<file path="src/rtl/csvtok_pkg.sv">
package csvtok_pkg;

    // character codes
    localparam logic [7:0] CH_NL    = 8'h0A;
    localparam logic [7:0] CH_CR    = 8'h0D;
    localparam logic [7:0] CH_COMMA = 8'h2C;
    localparam logic [7:0] CH_QUOTE = 8'h22;

    // result kinds
    localparam logic [2:0] KIND_DATA   = 3'd0;
    localparam logic [2:0] KIND_FEND   = 3'd1;
    localparam logic [2:0] KIND_REND   = 3'd2;
    localparam logic [2:0] KIND_UNTERM = 3'd3;
    localparam logic [2:0] KIND_MIDQ   = 3'd4;

    // parser modes
    typedef enum logic [2:0] {
        MODE_REC     = 3'd0,
        MODE_FIELD0  = 3'd1,
        MODE_PLAIN   = 3'd2,
        MODE_QUOTED  = 3'd3,
        MODE_QSEEN   = 3'd4,
        MODE_DISCARD = 3'd5
    } mode_t;

    // one decoded result word from the parser core
    typedef struct packed {
        logic       valid;
        logic [7:0] data;
        logic [2:0] kind;
    } result_t;

endpackage

</file>
<file path="src/rtl/csvtok_core.sv">
module csvtok_core (
    input  logic               clk,
    input  logic               rst_n,
    input  logic               req_valid,
    output logic               req_stall,
    input  logic               op,
    input  logic [7:0]         in_byte,
    input  logic               load_ok,
    output csvtok_pkg::result_t res
);
    import csvtok_pkg::*;

    logic       s1_valid_reg;
    logic       s1_op_reg;
    logic [7:0] s1_byte_reg;
    mode_t      mode_reg;
    mode_t      mode_next;
    mode_t      eff;
    logic       hit;
    logic [7:0] data;
    logic [2:0] kind;
    logic       advance;
    logic       accept;

    // unused codes behave as start of record
    always_comb
    begin
        unique case (mode_reg)
            MODE_REC:     eff = MODE_REC;
            MODE_FIELD0:  eff = MODE_FIELD0;
            MODE_PLAIN:   eff = MODE_PLAIN;
            MODE_QUOTED:  eff = MODE_QUOTED;
            MODE_QSEEN:   eff = MODE_QSEEN;
            MODE_DISCARD: eff = MODE_DISCARD;
            default:      eff = MODE_REC;
        endcase
    end

    // per-character decode
    always_comb
    begin
        hit       = 1'b0;
        data      = 8'h00;
        kind      = KIND_DATA;
        mode_next = eff;
        if (s1_op_reg)
        begin
            mode_next = MODE_REC;
            if (eff == MODE_QUOTED)
            begin
                hit  = 1'b1;
                kind = KIND_UNTERM;
            end
            else if (eff == MODE_FIELD0 || eff == MODE_PLAIN || eff == MODE_QSEEN)
            begin
                hit  = 1'b1;
                kind = KIND_REND;
            end
        end
        else if (s1_byte_reg != CH_CR)
        begin
            unique case (eff)
                MODE_DISCARD:
                begin
                    if (s1_byte_reg == CH_NL)
                    begin
                        mode_next = MODE_REC;
                    end
                end
                MODE_QUOTED:
                begin
                    priority if (s1_byte_reg == CH_NL)
                    begin
                        mode_next = MODE_REC;
                        hit       = 1'b1;
                        kind      = KIND_UNTERM;
                    end
                    else if (s1_byte_reg == CH_QUOTE)
                    begin
                        mode_next = MODE_QSEEN;
                    end
                    else
                    begin
                        hit  = 1'b1;
                        data = s1_byte_reg;
                    end
                end
                default:
                begin
                    priority if (eff == MODE_QSEEN && s1_byte_reg == CH_QUOTE)
                    begin
                        // doubled quote inside a quoted field
                        mode_next = MODE_QUOTED;
                        hit       = 1'b1;
                        data      = CH_QUOTE;
                    end
                    else if (s1_byte_reg == CH_NL)
                    begin
                        mode_next = MODE_REC;
                        if (eff != MODE_REC)
                        begin
                            hit  = 1'b1;
                            kind = KIND_REND;
                        end
                    end
                    else if (s1_byte_reg == CH_COMMA)
                    begin
                        mode_next = MODE_FIELD0;
                        hit       = 1'b1;
                        kind      = KIND_FEND;
                    end
                    else if (s1_byte_reg == CH_QUOTE)
                    begin
                        if (eff == MODE_PLAIN)
                        begin
                            mode_next = MODE_DISCARD;
                            hit       = 1'b1;
                            kind      = KIND_MIDQ;
                        end
                        else
                        begin
                            mode_next = MODE_QUOTED;
                        end
                    end
                    else
                    begin
                        mode_next = MODE_PLAIN;
                        hit       = 1'b1;
                        data      = s1_byte_reg;
                    end
                end
            endcase
        end
    end

    // handshake with the input register
    assign advance   = s1_valid_reg && (!hit || load_ok);
    assign req_stall = s1_valid_reg && !advance;
    assign accept    = req_valid && !req_stall;

    assign res.valid = s1_valid_reg && hit;
    assign res.data  = data;
    assign res.kind  = kind;

    // input register and mode register
    always_ff @(posedge clk or negedge rst_n)
    begin
        if (!rst_n)
        begin
            s1_valid_reg <= 1'b0;
            mode_reg     <= MODE_REC;
        end
        else
        begin
            if (advance)
            begin
                mode_reg <= mode_next;
            end
            if (accept || advance)
            begin
                s1_valid_reg <= accept;
            end
        end
    end

    // input payload
    always_ff @(posedge clk)
    begin
        if (accept)
        begin
            s1_op_reg   <= op;
            s1_byte_reg <= in_byte;
        end
    end

endmodule

</file>
<file path="src/rtl/csvtok_out.sv">
module csvtok_out (
    input  logic               clk,
    input  logic               rst_n,
    input  csvtok_pkg::result_t res,
    output logic               load_ok,
    output logic               rsp_valid,
    input  logic               rsp_stall,
    output logic [7:0]         out_byte,
    output logic [2:0]         kind
);
    import csvtok_pkg::*;

    logic       out_valid_reg;
    logic [7:0] out_byte_reg;
    logic [2:0] kind_reg;

    // result register may load when empty or being taken
    assign load_ok = !out_valid_reg || !rsp_stall;

    always_ff @(posedge clk or negedge rst_n)
    begin
        if (!rst_n)
        begin
            out_valid_reg <= 1'b0;
        end
        else if (load_ok)
        begin
            out_valid_reg <= res.valid;
        end
    end

    // result payload
    always_ff @(posedge clk)
    begin
        if (load_ok && res.valid)
        begin
            out_byte_reg <= res.data;
            kind_reg     <= res.kind;
        end
    end

    assign rsp_valid = out_valid_reg;
    assign out_byte  = out_byte_reg;
    assign kind      = kind_reg;

endmodule

</file>
<file path="src/rtl/csv_field_tokenizer.sv">
// csv_field_tokenizer: streaming csv tokenizer, one character per word
// request channel: req_valid / req_stall with op (0 byte, 1 end of input)
//   and in_byte; a word is taken when req_valid is high and req_stall low
// response channel: rsp_valid / rsp_stall with out_byte and kind
//   (0 data, 1 field end, 2 record end, 3 unterminated quote,
//   4 quote mid-field); each request word yields zero or one response word
// throughput: one word per cycle while no stall holds the input register,
//   set by the combinational decode between input and result registers
// path: a request word is taken into the input register, decoded, and its
//   result loaded into the result register, which drives the response channel
// reset: both registers empty, parser at start of record
// stall: while the result register holds a word and rsp_stall is high, a
//   request whose decode gives a result waits in the input register and
//   req_stall rises; words that give no result still pass through
module csv_field_tokenizer (
    input  logic       clk,
    input  logic       rst_n,
    input  logic       req_valid,
    output logic       req_stall,
    input  logic       op,
    input  logic [7:0] in_byte,
    output logic       rsp_valid,
    input  logic       rsp_stall,
    output logic [7:0] out_byte,
    output logic [2:0] kind
);
    import csvtok_pkg::*;

    result_t res;
    logic    load_ok;

    // parser core with input register and mode state
    csvtok_core u_core (
        .clk       (clk),
        .rst_n     (rst_n),
        .req_valid (req_valid),
        .req_stall (req_stall),
        .op        (op),
        .in_byte   (in_byte),
        .load_ok   (load_ok),
        .res       (res)
    );

    // result register
    csvtok_out u_out (
        .clk       (clk),
        .rst_n     (rst_n),
        .res       (res),
        .load_ok   (load_ok),
        .rsp_valid (rsp_valid),
        .rsp_stall (rsp_stall),
        .out_byte  (out_byte),
        .kind      (kind)
    );

endmodule

</file>
<file path="config.mk">
export PLATFORM = sky130hd
export DESIGN_NAME = csv_field_tokenizer
export DESIGN_NICKNAME = d
export VERILOG_FILES = /design/src/rtl/csvtok_pkg.sv /design/src/rtl/csvtok_core.sv /design/src/rtl/csvtok_out.sv /design/src/rtl/csv_field_tokenizer.sv
export SDC_FILE = /design/constraint.sdc
export NUM_CORES = 1
export LEC_CHECK = 0
export ABC_AREA = 1
export BUFFER_PORTS_ARGS = -buffer_cell sky130_fd_sc_hd__clkbuf_2
export CORE_MARGIN = 2
export CORE_UTILIZATION = 45
export CTS_CLUSTER_DIAMETER = 200
export DETAILED_ROUTE_END_ITERATION = 16
export PLACE_DENSITY = 0.67
export SKIP_LAST_GASP = 1
export SLEW_MARGIN = 20
export SYNTH_ARGS = -nofsm -noshare
export SYNTH_HDL_FRONTEND = slang
export SYNTH_SLANG_ARGS = --single-unit
</file>
<file path="constraint.sdc">
create_clock -name clk -period 2.6 [get_ports clk]
set_input_delay 0.39 -clock clk [delete_from_list [all_inputs] [get_ports clk]]
set_output_delay 0.39 -clock clk [all_outputs]
set_load 0.005 [all_outputs]
</file>
==> metrics, run 1 <==
outcome complete, no violations; Iter 0 DRT Violations 24; CP Max Fanout 9; pin count of the biggest net entering global routing 16; RSZ-0062 raised after global routing no; top-area cell type share of the netlist area roughly 43%; core area 3003 sq um; synthesized area around 1400 sq um; layout cells sized above 1 approximately a third; Critical Path Sink Type output port; Met2 Wirelength roughly 1300 um; met3 routed WL 92 um; # DRC 0; Final Hold Viols 0; Worst Hold Class input pin to flip-flop; grt ovf 0; Synth Area in Adders 0%; Placed Instances about 210; EDFF count, synth 20; Clock Tree Buf Depth 2; fmax between 400 and 500 MHz; post-synthesis mux area share 0%; WL/cell between 10 and 15 um; Design Area, Final roughly 1600 sq um; Worst EP required roughly 2200 ps; synth cell count leaders nand2_1 (38), edfxtp_1 (20), nand3_1 (16); most numerous cell in the Yosys netlist nand2_1; Detail Route Antenna Nets 0; Initial DRT Pass Iterations 5; Post-Place Setup Slack ~530 ps; Synth async-reset ratio 20.00%; clk_lat worst skew between 300 and 400 ps; Tmin final around 2300 ps; clock tree from TritonCTS yes; initial antenna violation count 0; final net count ~190; Setup Total Neg Slack 0 ps; Slew Viols, Final 0; Initial Util between 40% and 50%; wire length on met1 between 1000 and 1500 um; period utilisation layout between 80% and 90%; Max Clock Skew roughly 1.9 ps; Yosys top cell by area edfxtp_1; WP data arrival ~1900 ps; Non-Filler Instances between 200 and 250; vias in the first global route 1006; Top Metal Used met4; Placer Congestion approximately 0.87; top cells by area, synth edfxtp_1 (43%), nand2_1 (10%), dfrtp_1 (9.0%); Setup Crit Path Kind flip-flop to output port; yosys warns 0; startpoint types flip-flop; largest family of logic cells by synthesized area simple AND/OR/NAND/NOR gates; IO Port Bufs 25; placed cell area about 1600 sq um; sw power between 200 and 250 uW; max-cap violations 0; I/O Pins 26; Clock Power Share around 23%; ys flop type edfxtp_1; simple-gate share of the synthesized area about 37%; Setup Buffers After CTS 0; sequential power share between 60% and 70%; LEAKAGE between 0.0007 and 0.0008 uW; P per Cell Area ~510 nW/um^2; Int Pwr about 580 uW; Die H between 50 and 60 um; clk sinks 25; post-synthesis compound-gate area fraction 6.918%; VDD IR max roughly 320 uV; post-synthesis xor/xnor area fraction 0%; Detail Placement HPWL 2195 um; TritonCTS buffer count 3; root buf cell clkbuf_4; part of the Yosys area used for sequential elements a little over half; Synth cell types 22; synthesized area per cell slightly above 9 sq um; final setup margin roughly 280 ps; Area growth syn-to-layout 15.36%; Syn Nets roughly 160; FP Rows 20; Finished Core Util approximately 54%; Comb pwr share 16.5%; Rel. slew slack between 60% and 70%; overall global routing resource usage 17.69%; Yosys reg bits 25; worst slew pin tran approximately 510 ps; Final Setup Violations 0; diode count 0; vias about 1100; Routed WL between 2000 and 3000 um; H-tree Lvls 1; Die Area between 3000 and 4000 sq um; global-route wire length before repair between 4000 and 5000 um; Switching Share between 20% and 30%; Die Wd approximately 60 um; Via density approximately 5; Mapped Cells 149; clock-pin slew on the worst setup and hold paths 140 ps
[timing repair]
item / in CTS / in global routing
endpoints found under the hold margin: 5 / 0
hold buffers: 1 / 0
resized for setup: 0 / 0
[final timing paths]
kind / end / cells after the start / slack (ps) / startpoint
worst max-delay path: req_stall / 10 / 280 / u_core.s1_byte_reg[5]
worst min-delay path: u_core.s1_byte_reg[3] / 1 / 230 / in_byte[3]
worst max register to register: u_core.s1_byte_reg[2] / 10 / 520 / u_core.s1_byte_reg[5]
worst min register to register: u_out.rsp_valid / 2 / 550 / u_out.rsp_valid
max in group asynchronous: u_core.mode_reg[1] / 2 / 2090 / rst_n
min in group asynchronous: u_core.s1_valid_reg / 2 / 380 / rst_n
[cell type report]
class	instances	area (sq um)
clock buffer	3	22.52
multi-input combinational	108	606.8
fill	288	1396
timing repair buffer	27	142.6
tap	33	41.29
inverter	16	60.06
clock inverter	1	7.507
sequential	25	725.7
[power by group through the flow]
stage	Sequential (uW)	Combinational, uW	Clock [uW]
CTS	493	136	187
global placement	500	134	0
detailed placement	502	134	0
finish	493	134	185
global route	497	152	197
floorplan	499	85.9	0
[placed cells by master, fill, tap and decap left out, drive strengths merged, types with 2 or more instances in the layout]
cell type / instances
nor3: 9
nor2: 14
clkbuf: 28
nand3: 17
o21ai: 7
nand2: 51
a21oi: 5
a31oi: 2
edfxtp: 20
dfrtp: 5
inv: 16
[metal layers]
layer	track usage [%]	up-vias
li1	-	565
met1	23.64	472
met2	29.51	23
met3	1.965	2
met4	6.667	0
met5	0	-
[cells by family (layout without fill, tap and decap cells)]
logic type,count (synthesis),count (layout)
AO/OA/AOI/OAI,16,16
AND/OR/NAND/NOR,92,92
buffers and inverters,16,47
flip-flops,25,25
[stage by stage]
step	total power (uW)	hold slack (ps)
2_1_floorplan	585.3	94.41
4_1_cts	815.8	222.1
6_report	811.6	225.9
3_5_place_dp	635.9	210.6
3_3_place_gp	634.5	207.1
5_1_grt	845.9	211.8
[worst max-delay path: stages, from the launching register on]
cell	delay, ps
edfxtp_1	490
or2_4	290
nor2_8	120
nand2_2	130
nand2_4	150
a21oi_2	50
o21ai_2	70
nand2_4	80
nand3_2	80
inv_1	40
clkbuf_2	100
No activity file was read; power rests on OpenSTA's default activity.
==> inputs of run 2 (changes only) <==
CTS_BUF_LIST = sky130_fd_sc_hd__clkbuf_16   (was unset)
==> run 2 against run 1 <==
Net effect:
- global-route usage grew 0.69 points
- register-to-register slack about the same
- critical endpoint unchanged
- final area grew 3.3%
- total power rose by 21%
- critical path type unchanged
- critical path depth unchanged
- hold slack improved by 70 ps
- largest power group unchanged
- sequential share of layout area shrank 1.4 points
==> metrics, run 2 (synthesis gave the netlist of run 1 again) <==
Iter 0 DRT Violations 48 (+100%); vias in the first global route 1025 (+1.9%); max-cap violations 0 (unchanged); clk_lat worst skew 260 ps (-60 ps); P per Cell Area 592.0 nW/um^2 (+17%); LEAKAGE 0.0007963 uW (+3.0%); FILL cells 278 (-3.5%); IO Port Bufs 25 (unchanged); diode count 0 (unchanged); Worst EP required 2210 ps (about the same); # DRC 0 (unchanged); Die Wd 59.63 um (unchanged); Detail Route Antenna Nets 0 (unchanged); Design Area, Final 1659 sq um (+3.3%); FP Rows 20 (unchanged); Register Area 725.7 sq um (unchanged); core area 3003 sq um (unchanged); Int Pwr 731.4 uW (+26%); reg2reg start u_core.s1_byte_reg[5]; root buf cell clkbuf_16; Post-Place Setup Slack 529.1 ps (unchanged); Detail Placement HPWL 2195 um (unchanged); outcome complete, no violations; most common cell after layout, fill and taps aside nand2_1; Tmin final 2235 ps (-80.70 ps); clk sinks 25 (unchanged); worst path bufs/invs 2 (unchanged); Setup Total Neg Slack 0 ps (unchanged); Via density 5.094 (+2.2%); Final Setup Violations 0 (unchanged); Max Clock Skew 1.676 ps (-0.1956 ps); Placer Congestion 0.8671 (unchanged); final setup margin 365.4 ps (+80.70 ps); final net count 194 (unchanged); most frequent cells in the layout nand2_1 (38), clkbuf_2 (25), edfxtp_1 (20); grt ovf 0 (unchanged); startpoint types flip-flop; Final Hold Viols 0 (unchanged); Clock Power Share 36.1% (+13 points); Initial DRT Pass Iterations 4 (-1); placed cell area 1567 sq um (unchanged); post-CTS sizing 0 (unchanged); Switching Share 25.53% (-3.0 points); Area growth syn-to-layout 19.14%; Critical Path Sink Type output port; Slowest cell on crit path edfxtp_1; Setup Crit Path Kind flip-flop to output port; Overall Power 982.2 uW (+21%); initial antenna violation count 0 (unchanged); Worst Hold Class input pin to flip-flop; Clock Tree Buf Depth 2 (unchanged); WP data arrival 1840 ps (-90 ps); vias 1085 (+2.2%); CP Max Fanout 9 (unchanged); H-tree Lvls 1 (unchanged); clock tree from TritonCTS yes; sequential power share 50.2% (-10 points); Slew Viols, Final 0 (unchanged); VDD IR max 388.0 uV (+19%); sw power 250.7 uW (+8.5%); worst-path cell chain or2_4 -> nor2_8 -> nand2_2 -> nand2_4 -> a21oi_2 -> o21ai_2 -> nand2_4 -> nand3_2 -> inv_1 -> clkbuf_2; largest stage delay on the critical path 460 ps (-30 ps); WL/cell 13.14 um (+1.7%); I/O Pins 26 (unchanged); TritonCTS buffer count 3 (unchanged); overall global routing resource usage 18.37% (+0.69 points); Routed WL 2799 um (+1.7%); pin count of the biggest net entering global routing 16 (unchanged); CP startpoint u_core.s1_byte_reg[5]; HP Start op; fmax 447.5 MHz (+3.6%); period utilisation layout 85.95% (-3.1 points); CTS Hold Bufs 1 (unchanged); CP most frequent cell nand2_4; CP top delay family simple AND/OR/NAND/NOR gates; multi-input logic area 606.8 sq um (unchanged); layout cells sized above 1 33.89% (unchanged); Die Area 3556 sq um (unchanged); clock-pin slew on the worst setup and hold paths 70 ps (-70 ps); Rel. slew slack 65.17% (-0.48 points); Die H 59.63 um (unchanged); Setup Buffers After CTS 0 (unchanged); global-route wire length before repair 4733 um (+2.7%); Initial Util 46.38% (unchanged); worst slew pin tran 516.9 ps (+7.080 ps); Comb pwr share 13.8% (-2.7 points); RSZ-0062 raised after global routing no
-- run 2: changes by cell type in the layout (fill, tap and decap cells not counted) --
cell / before / now
clkbuf_16: 0 / 3
clkbuf_4: 3 / 0
-- run 2: metrics by stage --
stage / hold slack (ps) / utilization (%) / instances
2_1_floorplan: 94.41 / - / 149
3_3_place_gp: 207.1 / 52.17 / 208
3_5_place_dp: 210.6 / 52.17 / 208
4_1_cts: 295.3 / 55.25 / 213
5_1_grt: 289.6 / 55.25 / 213
6_report: 295.8 / 55.25 / 213
-- run 2: final timing paths --
kind                                    endpoint  slack, ps  cells after the start
min reg2reg                      u_out.rsp_valid        540                      2
max reg2reg                u_core.s1_byte_reg[7]        520                     10
min in group asynchronous    u_core.s1_valid_reg        470                      2
min                             u_core.s1_op_reg        300                      1
max                                    req_stall        370                     10
max in group asynchronous     u_core.mode_reg[0]       2000                      2
-- run 2: final cells by class --
type | count | area share (%)
Clock buffer | 3 | 4.525
Timing Repair Buffer | 27 | 8.597
Inverter | 16 | 3.620
Tap cell | 33 | 2.489
Multi-Input combinational cell | 108 | 36.58
Sequential cell | 25 | 43.74
Clock inverter | 1 | 0.4525
-- run 2: routing by layer --
metal  vias to the layer above  track usage [%]  share of wire [%]
met5                         -                0                  0
li1                        564                -                  -
met1                       486            23.64                 46
met2                        30            30.93                 49
met4                         0            6.667                1.3
met3                         5            3.275                4.2
-- run 2: power by group through the flow --
| stage | Clock [uW] | Combinational (uW) | Sequential (uW) |
|---|---|---|---|
| 6_report | 354 | 135 | 493 |
| 5_1_grt | 371 | 153 | 497 |
| 4_1_cts | 358 | 137 | 493 |
| 3_5_place_dp | 0 | 134 | 502 |
| 3_3_place_gp | 0 | 134 | 500 |
| 2_1_floorplan | 0 | 85.9 | 499 |
